### src/rtl/ctu_pkg.sv
// Shared types and constants of the CIA timer, time-of-day and interrupt unit.
// Used by ctu_regs and cia_timer_tod_interrupt_unit; depends on nothing.
package ctu_pkg;

  typedef enum logic [1:0] {
    OP_READ  = 2'd0,
    OP_WRITE = 2'd1,
    OP_TICK  = 2'd2
  } ctu_op_e;

  localparam logic [3:0] RegPra   = 4'd0;
  localparam logic [3:0] RegPrb   = 4'd1;
  localparam logic [3:0] RegDdra  = 4'd2;
  localparam logic [3:0] RegDdrb  = 4'd3;
  localparam logic [3:0] RegTaLo  = 4'd4;
  localparam logic [3:0] RegTaHi  = 4'd5;
  localparam logic [3:0] RegTbLo  = 4'd6;
  localparam logic [3:0] RegTbHi  = 4'd7;
  localparam logic [3:0] RegTodLo = 4'd8;
  localparam logic [3:0] RegTodMd = 4'd9;
  localparam logic [3:0] RegTodHi = 4'd10;
  localparam logic [3:0] RegSdr   = 4'd12;
  localparam logic [3:0] RegIcr   = 4'd13;
  localparam logic [3:0] RegCra   = 4'd14;
  localparam logic [3:0] RegCrb   = 4'd15;

  // control register bits
  localparam int unsigned CtlStart   = 0;
  localparam int unsigned CtlOneShot = 3;
  localparam int unsigned CtlLoad    = 4;
  localparam int unsigned CtlAlarm   = 7;

  localparam logic [7:0] CtlResetVal = 8'h04;
  localparam logic [7:0] RunMaskA    = 8'h21;
  localparam logic [7:0] RunMaskB    = 8'h61;
  localparam logic [7:0] RunTick     = 8'h01;
  localparam logic [7:0] RunCascade  = 8'h41;

  localparam int unsigned FlagTa    = 0;
  localparam int unsigned FlagTb    = 1;
  localparam int unsigned FlagAlarm = 2;
  localparam int unsigned FlagIrq   = 7;

  localparam int unsigned PrescW = 4;

  typedef struct packed {
    ctu_op_e    op;
    logic [3:0] address;
    logic [7:0] write_data;
    logic       tod_pulse;
  } ctu_req_t;

  typedef struct packed {
    logic [7:0] read_data;
    logic       irq;
  } ctu_res_t;

endpackage

### src/rtl/ctu_regs.sv
// Register file and single-pass state update: timers, time of day, interrupts.
// Depends on ctu_pkg.
module ctu_regs #(
  parameter int unsigned PRESCALE = 10
) (
  input  logic              clk_i,
  input  logic              rst_ni,
  input  logic              en_i,
  input  ctu_pkg::ctu_req_t req_i,
  output ctu_pkg::ctu_res_t res_o
);

  localparam int unsigned PrescW1 = ctu_pkg::PrescW + 1;

  logic [15:0] cnt_a_q, cnt_a_d, cnt_b_q, cnt_b_d;
  logic [15:0] rld_a_q, rld_a_d, rld_b_q, rld_b_d;
  logic [7:0]  cra_q, cra_d, crb_q, crb_d;
  logic [7:0]  flags_q, flags_d;
  logic [6:0]  mask_q, mask_d;
  logic [23:0] tod_q, tod_d, alarm_q, alarm_d, snap_q, snap_d;
  logic        held_q, held_d;
  logic [7:0]  pra_q, pra_d, prb_q, prb_d, ddra_q, ddra_d, ddrb_q, ddrb_d;
  logic [7:0]  sdr_q, sdr_d;
  logic [ctu_pkg::PrescW-1:0] presc_q, presc_d;

  logic [7:0]  rdata;
  logic [PrescW1-1:0] presc_n;
  logic        step, run_a, casc, run_b, ua, ub;
  logic [23:0] tod_wr, tod_sel;

  always_comb begin
    cnt_a_d = cnt_a_q;  cnt_b_d = cnt_b_q;
    rld_a_d = rld_a_q;  rld_b_d = rld_b_q;
    cra_d   = cra_q;    crb_d   = crb_q;
    flags_d = flags_q;  mask_d  = mask_q;
    tod_d   = tod_q;    alarm_d = alarm_q;
    snap_d  = snap_q;   held_d  = held_q;
    pra_d   = pra_q;    prb_d   = prb_q;
    ddra_d  = ddra_q;   ddrb_d  = ddrb_q;
    sdr_d   = sdr_q;    presc_d = presc_q;
    rdata   = 8'h00;
    presc_n = {1'b0, presc_q} + PrescW1'(1);
    step    = 1'b0;
    run_a   = 1'b0;
    casc    = 1'b0;
    run_b   = 1'b0;
    ua      = 1'b0;
    ub      = 1'b0;
    tod_sel = crb_q[ctu_pkg::CtlAlarm] ? alarm_q : tod_q;
    tod_wr  = tod_sel;

    case (req_i.op)
      ctu_pkg::OP_READ: begin
        case (req_i.address)
          ctu_pkg::RegPra:  rdata = pra_q;
          ctu_pkg::RegPrb:  rdata = prb_q;
          ctu_pkg::RegDdra: rdata = ddra_q;
          ctu_pkg::RegDdrb: rdata = ddrb_q;
          ctu_pkg::RegTaLo: rdata = cnt_a_q[7:0];
          ctu_pkg::RegTaHi: rdata = cnt_a_q[15:8];
          ctu_pkg::RegTbLo: rdata = cnt_b_q[7:0];
          ctu_pkg::RegTbHi: rdata = cnt_b_q[15:8];
          ctu_pkg::RegTodLo: begin
            rdata  = held_q ? snap_q[7:0] : tod_q[7:0];
            held_d = 1'b0;
          end
          ctu_pkg::RegTodMd: rdata = held_q ? snap_q[15:8] : tod_q[15:8];
          ctu_pkg::RegTodHi: begin
            held_d = 1'b1;
            snap_d = tod_q;
            rdata  = tod_q[23:16];
          end
          ctu_pkg::RegSdr: rdata = sdr_q;
          ctu_pkg::RegIcr: begin
            rdata   = flags_q;
            flags_d = 8'h00;
          end
          ctu_pkg::RegCra: rdata = cra_q;
          ctu_pkg::RegCrb: rdata = crb_q;
          default: rdata = 8'h00;
        endcase
      end
      ctu_pkg::OP_WRITE: begin
        case (req_i.address)
          ctu_pkg::RegPra:  pra_d = {pra_q[7:2], req_i.write_data[1:0]};
          ctu_pkg::RegPrb:  prb_d = req_i.write_data;
          ctu_pkg::RegDdra: ddra_d = req_i.write_data;
          ctu_pkg::RegDdrb: ddrb_d = req_i.write_data;
          ctu_pkg::RegTaLo: rld_a_d = {rld_a_q[15:8], req_i.write_data};
          ctu_pkg::RegTaHi: begin
            rld_a_d = {req_i.write_data, rld_a_q[7:0]};
            if (!cra_q[ctu_pkg::CtlStart]) cnt_a_d = rld_a_d;
            if (cra_q[ctu_pkg::CtlOneShot]) begin
              cnt_a_d = rld_a_d;
              cra_d[ctu_pkg::CtlStart] = 1'b1;
            end
          end
          ctu_pkg::RegTbLo: rld_b_d = {rld_b_q[15:8], req_i.write_data};
          ctu_pkg::RegTbHi: begin
            rld_b_d = {req_i.write_data, rld_b_q[7:0]};
            if (!crb_q[ctu_pkg::CtlStart]) cnt_b_d = rld_b_d;
            if (crb_q[ctu_pkg::CtlOneShot]) begin
              cnt_b_d = rld_b_d;
              crb_d[ctu_pkg::CtlStart] = 1'b1;
            end
          end
          ctu_pkg::RegTodLo, ctu_pkg::RegTodMd, ctu_pkg::RegTodHi: begin
            if (req_i.address == ctu_pkg::RegTodLo) tod_wr[7:0] = req_i.write_data;
            else if (req_i.address == ctu_pkg::RegTodMd) tod_wr[15:8] = req_i.write_data;
            else tod_wr[23:16] = req_i.write_data;
            if (crb_q[ctu_pkg::CtlAlarm]) alarm_d = tod_wr;
            else tod_d = tod_wr;
          end
          ctu_pkg::RegSdr: sdr_d = req_i.write_data;
          ctu_pkg::RegIcr: begin
            if (req_i.write_data[7]) mask_d = mask_q | req_i.write_data[6:0];
            else mask_d = mask_q & ~req_i.write_data[6:0];
          end
          ctu_pkg::RegCra: begin
            cra_d = req_i.write_data;
            cra_d[ctu_pkg::CtlLoad] = 1'b0;
            if (req_i.write_data[ctu_pkg::CtlLoad]) cnt_a_d = rld_a_q;
          end
          ctu_pkg::RegCrb: begin
            crb_d = req_i.write_data;
            crb_d[ctu_pkg::CtlLoad] = 1'b0;
            if (req_i.write_data[ctu_pkg::CtlLoad]) cnt_b_d = rld_b_q;
          end
          default: ;
        endcase
      end
      ctu_pkg::OP_TICK: begin
        if (presc_n >= PrescW1'(PRESCALE)) begin
          presc_d = '0;
          step    = 1'b1;
        end else begin
          presc_d = presc_n[ctu_pkg::PrescW-1:0];
        end
        run_a = step && ((cra_q & ctu_pkg::RunMaskA) == ctu_pkg::RunTick);
        run_b = step && ((crb_q & ctu_pkg::RunMaskB) == ctu_pkg::RunTick);
        ua    = run_a && (cnt_a_q == 16'h0000);
        casc  = ua && ((crb_q & ctu_pkg::RunMaskB) == ctu_pkg::RunCascade);
        ub    = (casc || run_b) && (cnt_b_q == 16'h0000);
        if (run_a) cnt_a_d = cnt_a_q - 16'd1;
        if (casc || run_b) cnt_b_d = cnt_b_q - 16'd1;
        if (ua) begin
          flags_d[ctu_pkg::FlagTa] = 1'b1;
          cnt_a_d = rld_a_q;
          if (cra_q[ctu_pkg::CtlOneShot]) cra_d[ctu_pkg::CtlStart] = 1'b0;
        end
        if (ub) begin
          flags_d[ctu_pkg::FlagTb] = 1'b1;
          cnt_b_d = rld_b_q;
          if (crb_q[ctu_pkg::CtlOneShot]) crb_d[ctu_pkg::CtlStart] = 1'b0;
        end
        if (req_i.tod_pulse) begin
          tod_d = tod_q + 24'd1;
          if (tod_d == alarm_q) flags_d[ctu_pkg::FlagAlarm] = 1'b1;
        end
      end
      default: ;
    endcase

    flags_d[ctu_pkg::FlagIrq] = |(flags_d[6:0] & mask_d);
  end

  assign res_o.read_data = rdata;
  assign res_o.irq       = flags_d[ctu_pkg::FlagIrq];

  always_ff @(posedge clk_i or negedge rst_ni) begin
    if (!rst_ni) begin
      cnt_a_q <= '0;  cnt_b_q <= '0;
      rld_a_q <= '0;  rld_b_q <= '0;
      cra_q   <= ctu_pkg::CtlResetVal;
      crb_q   <= ctu_pkg::CtlResetVal;
      flags_q <= '0;  mask_q  <= '0;
      tod_q   <= '0;  alarm_q <= '0;
      snap_q  <= '0;  held_q  <= 1'b0;
      pra_q   <= '0;  prb_q   <= '0;
      ddra_q  <= '0;  ddrb_q  <= '0;
      sdr_q   <= '0;  presc_q <= '0;
    end else if (en_i) begin
      cnt_a_q <= cnt_a_d;  cnt_b_q <= cnt_b_d;
      rld_a_q <= rld_a_d;  rld_b_q <= rld_b_d;
      cra_q   <= cra_d;    crb_q   <= crb_d;
      flags_q <= flags_d;  mask_q  <= mask_d;
      tod_q   <= tod_d;    alarm_q <= alarm_d;
      snap_q  <= snap_d;   held_q  <= held_d;
      pra_q   <= pra_d;    prb_q   <= prb_d;
      ddra_q  <= ddra_d;   ddrb_q  <= ddrb_d;
      sdr_q   <= sdr_d;    presc_q <= presc_d;
    end
  end

  a_summary: assert property (@(posedge clk_i) disable iff (!rst_ni)
    flags_q[ctu_pkg::FlagIrq] == |(flags_q[6:0] & mask_q))
    else $error("interrupt summary out of step with flags and mask");

  a_presc_range: assert property (@(posedge clk_i) disable iff (!rst_ni)
    {1'b0, presc_q} < PrescW1'(PRESCALE))
    else $error("prescaler beyond its period");

  a_no_load_bit: assert property (@(posedge clk_i) disable iff (!rst_ni)
    !cra_q[ctu_pkg::CtlLoad] && !crb_q[ctu_pkg::CtlLoad])
    else $error("force-load bit stored in a control register");

  a_idle_hold: assert property (@(posedge clk_i) disable iff (!rst_ni)
    !en_i |=> (cnt_a_q == $past(cnt_a_q)) && (tod_q == $past(tod_q))
              && (flags_q == $past(flags_q)))
    else $error("state changed without a request");

endmodule

### src/rtl/cia_timer_tod_interrupt_unit.sv
// Top level of the CIA timer, time-of-day and interrupt unit.
// Depends on ctu_pkg and ctu_regs.
//
// Each request (register read, register write or one clock tick) is taken
// into an input register (req_q) and answered from a result register (res_q)
// holding read_data and the interrupt level. The state update is one pass of
// logic in ctu_regs, so while the result is not stalled a request is taken
// every cycle: one request per cycle sustained. A stalled result stops
// the input side only once both registers are full.
module cia_timer_tod_interrupt_unit #(
  parameter int unsigned PRESCALE = 10
) (
  input  logic       clk_i,
  input  logic       rst_ni,
  input  logic       in_valid_i,
  output logic       in_stall_o,
  input  logic [1:0] op_i,
  input  logic [3:0] address_i,
  input  logic [7:0] write_data_i,
  input  logic       tod_pulse_i,
  output logic       out_valid_o,
  input  logic       out_stall_i,
  output logic [7:0] read_data_o,
  output logic       irq_o
);

  logic              in_vld_q, in_vld_d, out_vld_q, out_vld_d;
  logic              hold, accept, adv;
  ctu_pkg::ctu_req_t req_q, req_in;
  ctu_pkg::ctu_res_t res_q, res_d;

  assign hold       = out_vld_q && out_stall_i;
  assign in_stall_o = in_vld_q && hold;
  assign accept     = in_valid_i && !in_stall_o;
  assign adv        = in_vld_q && !hold;

  assign req_in.op         = ctu_pkg::ctu_op_e'(op_i);
  assign req_in.address    = address_i;
  assign req_in.write_data = write_data_i;
  assign req_in.tod_pulse  = tod_pulse_i;

  always_comb begin
    in_vld_d = in_vld_q;
    if (accept) in_vld_d = 1'b1;
    else if (adv) in_vld_d = 1'b0;
    out_vld_d = out_vld_q;
    if (adv) out_vld_d = 1'b1;
    else if (!out_stall_i) out_vld_d = 1'b0;
  end

  ctu_regs #(
    .PRESCALE(PRESCALE)
  ) u_regs (
    .clk_i (clk_i),
    .rst_ni(rst_ni),
    .en_i  (adv),
    .req_i (req_q),
    .res_o (res_d)
  );

  always_ff @(posedge clk_i or negedge rst_ni) begin
    if (!rst_ni) begin
      in_vld_q  <= 1'b0;
      out_vld_q <= 1'b0;
    end else begin
      in_vld_q  <= in_vld_d;
      out_vld_q <= out_vld_d;
    end
  end

  always_ff @(posedge clk_i) begin
    if (accept) req_q <= req_in;
    if (adv) res_q <= res_d;
  end

  assign out_valid_o = out_vld_q;
  assign read_data_o = res_q.read_data;
  assign irq_o       = res_q.irq;

  a_stall_full: assert property (@(posedge clk_i) disable iff (!rst_ni)
    in_stall_o |-> in_vld_q && out_vld_q)
    else $error("input stalled with a free register");

  a_adv_fills: assert property (@(posedge clk_i) disable iff (!rst_ni)
    adv |=> out_vld_q)
    else $error("result lost after an advance");

  a_held_req: assert property (@(posedge clk_i) disable iff (!rst_ni)
    in_vld_q && !adv |=> in_vld_q)
    else $error("pending request dropped");

endmodule
### config.mk
export PLATFORM = sky130hd
export DESIGN_NAME = cia_timer_tod_interrupt_unit
export DESIGN_NICKNAME = d
export VERILOG_FILES = /design/src/rtl/ctu_pkg.sv /design/src/rtl/ctu_regs.sv /design/src/rtl/cia_timer_tod_interrupt_unit.sv
export SDC_FILE = /design/constraint.sdc
export NUM_CORES = 1
export LEC_CHECK = 0
export ABC_CLOCK_PERIOD_IN_PS = 8800
export BUFFER_PORTS_ARGS = -buffer_cell sky130_fd_sc_hd__buf_2
export CORE_ASPECT_RATIO = 0.8
export CORE_MARGIN = 3
export CORE_UTILIZATION = 30
export DETAILED_ROUTE_END_ITERATION = 16
export GPL_TIMING_DRIVEN = 0
export SETUP_SLACK_MARGIN = 0.5
export SYNTH_ARGS = -nofsm -noshare
export SYNTH_HDL_FRONTEND = slang
export SYNTH_HIERARCHICAL = 1
export SYNTH_SLANG_ARGS = --single-unit
### constraint.sdc
create_clock -name clk_i -period 8.8 [get_ports clk_i]
set_clock_uncertainty 0.2 [all_clocks]
set_input_delay 0.44 -clock clk_i [delete_from_list [all_inputs] [get_ports clk_i]]
set_output_delay 0.44 -clock clk_i [all_outputs]
set_load 0.03 [all_outputs]
Word-level counts from Yosys, hierarchy flattened
Index checks and enable logic that the tools add are counted.
Widths: inputs -> output; s select.
- $add $sub $neg: 4
- $lt $le $gt $ge: 1
- equal/unequal tests: 38
- multiplexer cells: 56
- bitwise operators: 8
- reductions and logical operators: 41
- operator list (operator ; count):
    $pmux 16 s2 ; 6
    $mux 16 ; 11
    $pmux 8 s15 ; 1
    $mux 24 ; 4
    $pmux 24 s2 ; 1
    $mux 8 ; 5
    $logic_not 16->1 ; 2
    $sub 16x1->16 const B ; 2
    $eq 4x4->1 const B ; 7
    $mux 7 ; 4
    $reduce_and 3->1 ; 9
    $add 24x1->24 const B ; 1
    $eq 24x24->1 ; 1
    $reduce_and 6->1 ; 4
    $reduce_and 4->1 ; 5
    $eq 4x3->1 const B ; 4
    $mux 1 ; 16
    $and 7x7->7 ; 2
    $ne 3x3->1 const B ; 4
    $ne 2x1->1 const B ; 5
    $pmux 1 s2 ; 5
    $logic_and 1x1->1 ; 9
    $eq 4x2->1 const B ; 2
    $mux 4 ; 2
    24 further kinds ; 36
- register bits: 222
- input port bits: 19
- output and inout port bits: 11
- logic and storage cells: 178

Depth between registers and ports, before layout
- word-level depth: 13
- mapped depth: 11
- mapped depth without buffers: 9

Cells and area by module
Netlist, hierarchy kept.
- by module, submodules not included (module ; instances ; cells an instance ; area each (sq um) ; sequential area each (sq um)):
    ctu_regs ; 1 ; 1367 ; 12046.6 ; 4907.2
    cia_timer_tod_interrupt_unit ; 1 ; 32 ; 813.3 ; 770.7

Worst setup path after synthesis
Ideal clock, no wire load.
- kind: reg2reg
- start point: register out_vld_q (netlist: out_valid_o)
- end point: register u_regs.snap_q[10]
- setup time: 125 ps
- arrival: 3123 ps
- data required time: 8475 ps
- path slack: 5353 ps
- cell stages (with the launch flop): 7
- buffers on the path: 2
- clock period less this slack: 3447 ps
- path through: dfrtp_1 -> a21boi_0 -> clkbuf_1 -> nand2_1 -> nor3_1 -> clkbuf_1 -> mux2_2
- cells in the longest elaborated chain, start to end: 4
- RTL lines (what ; line ; text):
    start: declaration ; cia_timer_tod_interrupt_unit.sv:27 ; logic in_vld_q, in_vld_d, out_vld_q, out_vld_d;
    start signal: assignment ; cia_timer_tod_interrupt_unit.sv:67 ; out_vld_q <= out_vld_d;
    $logic_and 1x1->1 ; cia_timer_tod_interrupt_unit.sv:32 ; assign hold = out_vld_q && out_stall_i;
    $logic_not 1->1 ; cia_timer_tod_interrupt_unit.sv:35 ; assign adv = in_vld_q && !hold;
    $logic_and 1x1->1 ; cia_timer_tod_interrupt_unit.sv:35 ;
    via adv ; cia_timer_tod_interrupt_unit.sv:28 ; logic hold, accept, adv;
    $reduce_and 3->1 (no line) ; - ;
    end signal: assignment ; ctu_regs.sv:188 ; snap_q <= snap_d; held_q <= held_d;
    end: declaration ; ctu_regs.sv:20 ; logic [23:0] tod_q, tod_d, alarm_q, alarm_d, snap_q, snap_d;
The timed path passes the listed nets, and every way through them passes these cells.
A chain may end at the register's enable or synchronous reset.

Worst setup path after layout
- start point: register u_regs.cnt_b_q[0]
- end point: register u_regs.cnt_b_q[15]
- cells in the longest elaborated chain, start to end: 4
- elaborated cells between the ends (all ways): 8
- those cells by class: add/sub (1); eq/ne (1); mux (3); reduce/logical (3)
- RTL lines (what ; line ; text):
    start: declaration ; ctu_regs.sv:15 ; logic [15:0] cnt_a_q, cnt_a_d, cnt_b_q, cnt_b_d;
    start signal: assignment ; ctu_regs.sv:183 ; cnt_a_q <= cnt_a_d; cnt_b_q <= cnt_b_d;
    $sub 16x1->16 or $logic_not 16->1 (tied branches) ; ctu_regs.sv:145, ctu_regs.sv:143 ;
    $mux 16 or $logic_and 1x1->1 (tied branches) ; ctu_regs.sv:145, ctu_regs.sv:143 ;
    $mux 16 or $ne 3x1->1 (tied branches) ; - ;
    $pmux 16 s2 or $reduce_and 6->1 (tied branches) ; - ;
Several ways; a longest one is shown, not always the timed one. The select of a mux whose other input is x is not followed.

==> results_dict.tcl <==
set metrics [dict create \
    ys_types 76 \
    fillers 4268 \
    rsz0062_at_grt "no" \
    hold_violations 0 \
    crit_required_ns 9.03 \
    dieArea_um2 45400 \
    htreeDepth 1 \
    cp-end-kind "flop" \
    routabilityCongestion 0.981 \
    ys.flop_type "dfrtp_1" \
    drt_pass1_iterations 6 \
    cts_post_setup_buffers_inserted 0 \
    grt_pass1_wl_mm 74.0 \
    yosys.area_share.xor_xnor 0.0232 \
    synthArstFlopShare 0.892 \
    root_buffer "clkbuf_16" \
    insertion_delay_ns 0.54 \
    syn_avg_cell_area_um2 9.19 \
    cp-start-kind "flop" \
    crit_chain "inv_1 > ha_1 > nor4b_1 > nand2_1 > nor2_1 > a31o_2 > clkbuf_1 > o21ai_0 > a22o_1" \
    period_minus_slack_ns 4.08 \
    synth_edf_count 24 \
    r2r-start "u_regs/cnt_b_q[0]" \
    chipWidth_um 237 \
    yosys_register_bits 222 \
    startpoint "u_regs/cnt_b_q[0]" \
    critPathMaxFanout 10 \
    dr.first_iter.drc_count 1696 \
    path_class "reg2reg" \
    ff2ff_path_depth 9 \
    slew_headroom 0.230 \
    power_density_nw_per_um2 244 \
    grt_use_total 0.217 \
    total_power_mw 3.60 \
    crit_arrival_ns 4.31 \
    synth_cells 1399 \
    drc 0 \
    syn_nets 1427 \
    ff2ff_setup_slack_ns 4.72 \
    worstHoldPathType "reg2reg" \
    worstMarginPinSlew_ns 1.15 \
    wire_per_inst_um 24.2 \
    vias_per_cell 5.88 \
    vias 12025 \
    synth-simple-area-share 0.178 \
    clk_pin_slew_ns 0.07 \
    ios 30 \
    fmax_mhz 245 \
    ant_nets 0 \
    cts_tree "built" \
    grt_max_degree 113 \
    hold_path_depth 2 \
    yosysSeqAreaShare 0.442 \
    final.period_utilization 0.464 \
    endpoint "u_regs/cnt_b_q[15]" \
    syn-cell-area_um2 12900 \
    status "finished, final reports clean" \
    initial_core_util 0.306 \
    cts_max_path_buffers 3 \
    path_buf_inv 2 \
    synth_compound_area_frac 0.185 \
    synth_fa_ha_area_frac 0.00876 \
    setup_viol 0 \
    cts_resized 0 \
    portBuffers 29 \
    cp_slowest_cell "nor4b_1" \
    hp-start "u_regs/rld_a_q[0]" \
    register_area_um2 5680 \
    layout-drive-gt1-share 0.135 \
    ir_drop_uv 128 \
    crit_cells 9 \
    antenna_found_initial 2 \
    std_cell_rows 67 \
    multi_input_area_um2 6650 \
    leakage_nw 6.04 \
    die_y_um 191 \
    finalNetCount 1503 \
    maxCapViolCount 0 \
    yosysWarningCount 6 \
    path_delay_family "simple AND/OR/NAND/NOR gates" \
    muxShareOfSynthArea 0.122 \
    hpwl_mm 35.1 \
    slew_violations 0 \
    synth_top_family_by_area "compound AO/OA/AOI/OAI gates" \
    diodes 0 \
    max_stage_delay_ns 0.88 \
    syn_to_final_growth_pct 14.8 \
    clkSinkCount 222 \
    drt_wl_total_mm 49.5 \
    r2r_end "u_regs/cnt_b_q[15]" \
    grt_pass1_vias 11440 \
    cts_buffers 24 \
    core-area_um2 42100 \
    tns_ns 0 \
    cts_hold_buf 18 \
    grt_overflow 0 \
]
-- how the worst min path moves through the flow --
| stage | end | slack, ns |
|---|---|---|
| after global placement | out_valid_o | 0.27 |
| final | u_regs/rld_a_q[0] | 0.29 |
| after CTS | u_regs/rld_a_q[0] | 0.30 |
| after global routing | u_regs/pra_q[0] | 0.31 |
| after detailed placement | u_regs/rld_a_q[0] | 0.28 |
| after floorplan | in_vld_q | -0.06 |
-- per-stage QoR --
step           area, µm²  worst slack (ns)   util  instances  hold WS [ns]
4_1_cts            14800              4.78  0.351       2044         0.298
6_report           14800              4.72  0.351       2044         0.293
3_5_place_dp       13800              4.79  0.328       1983         0.283
2_1_floorplan      12900              5.35      -       1399       -0.0556
3_3_place_gp       13700              3.00  0.325       1980         0.272
5_1_grt            14800              4.58  0.351       2044         0.313
-- registers in the layout, summed over array words and instances, names as in the netlist, 15 cells and up --
register / cells
u_regs/alarm_q: 24
u_regs/tod_q: 24
u_regs/cnt_a_q: 16
u_regs/cnt_b_q: 16
u_regs/rld_a_q: 16
u_regs/rld_b_q: 16
u_regs/snap_q: 16
req_q: 15
-- layer usage --
metal | global-route usage | up-vias | routed length, µm
li1 | - | 5244 | -
met4 | 0.0704 | 2 | 1750
met1 | 0.311 | 5959 | 21500
met3 | 0.0694 | 97 | 6410
met2 | 0.306 | 723 | 19800
met5 | 0 | - | 12
-- synthesized netlist by cell type (10+ instances only) --
| master | instances | area [µm²] |
|---|---|---|
| nor3b_1 | 10 | 75.1 |
| edfxtp_1 | 24 | 721 |
| a22oi_1 | 10 | 75.1 |
| clkbuf_1 | 98 | 368 |
| mux2i_1 | 37 | 370 |
| a21oi_1 | 110 | 551 |
| xnor2_1 | 24 | 210 |
| xor2_1 | 10 | 87.6 |
| nor2b_1 | 12 | 75.1 |
| a31oi_1 | 16 | 100 |
| inv_1 | 23 | 86.3 |
| and3_1 | 20 | 125 |
| o21ai_0 | 111 | 556 |
| nand3_1 | 45 | 225 |
| mux2_2 | 107 | 1200 |
| dfrtp_1 | 196 | 4900 |
| nand2b_1 | 12 | 75.1 |
| a22o_1 | 18 | 158 |
| nor3_1 | 32 | 160 |
| o22ai_1 | 10 | 62.6 |
| nor2_1 | 116 | 435 |
| nor4_1 | 11 | 68.8 |
| nand2_1 | 160 | 601 |
| nand4_1 | 17 | 106 |
-- logic make-up (layout without fill, tap and decap cells) --
kind of cell / after synthesis / after routing
flip-flops: 222 / 222
adder cells (fa/ha/maj): 9 / 9
AND/OR/NAND/NOR: 476 / 476
buffers and inverters: 138 / 231
XOR/XNOR: 34 / 34
AO/OA/AOI/OAI: 376 / 376
multiplexers: 144 / 144
-- area by class of cell --
cell class	instances	share of cell area
multi-input cells	1039	0.450
flip-flops and latches	222	0.385
clock buffers	35	0.0484
well taps	552	0.0468
plain buffers	114	0.0302
repair buffers	50	0.0283
inverters	24	0.00610
clock inverters	8	0.00542
-- tightest hold or removal path, stage by stage, from the launching register on --
cell and delay, ns:
dfrtp_1 0.35, nand2_1 0.05, o21ai_0 0.06
-- report_power, final --
part | internal [mW] | switching, mW | total [mW] | leakage [nW]
registers | 1.23 | 0.228 | 1.46 | 2.81
logic | 0.419 | 0.686 | 1.11 | 2.85
clock network | 0.594 | 0.442 | 1.04 | 0.380
total | 2.24 | 1.36 | 3.60 | 6.04
-- layout by cell type (no fill, tap or decap), types with 8 or more instances in the layout --
cell type / n
nor4_1: 11
mux2_2: 107
o21ai_0: 111
a22oi_1: 10
a31oi_1: 16
nor3_1: 32
and3_1: 20
a222oi_1: 9
nand2b_1: 12
o22ai_1: 10
a221oi_1: 9
buf_2: 35
nor2_1: 116
nand4_1: 17
xor2_1: 10
mux2i_1: 37
nor3b_1: 10
nand2_1: 160
nor2b_1: 12
xnor2_1: 24
a21oi_1: 110
ha_1: 9
edfxtp_1: 24
clkbuf_16: 26
clkbuf_1: 104
nand3_1: 45
and4_1: 8
a22o_1: 18
dlygate4sd3_1: 18
and2_1: 8
dfrtp_1: 196
a211oi_1: 9
inv_1: 23
(Power assumes the default switching activity.)
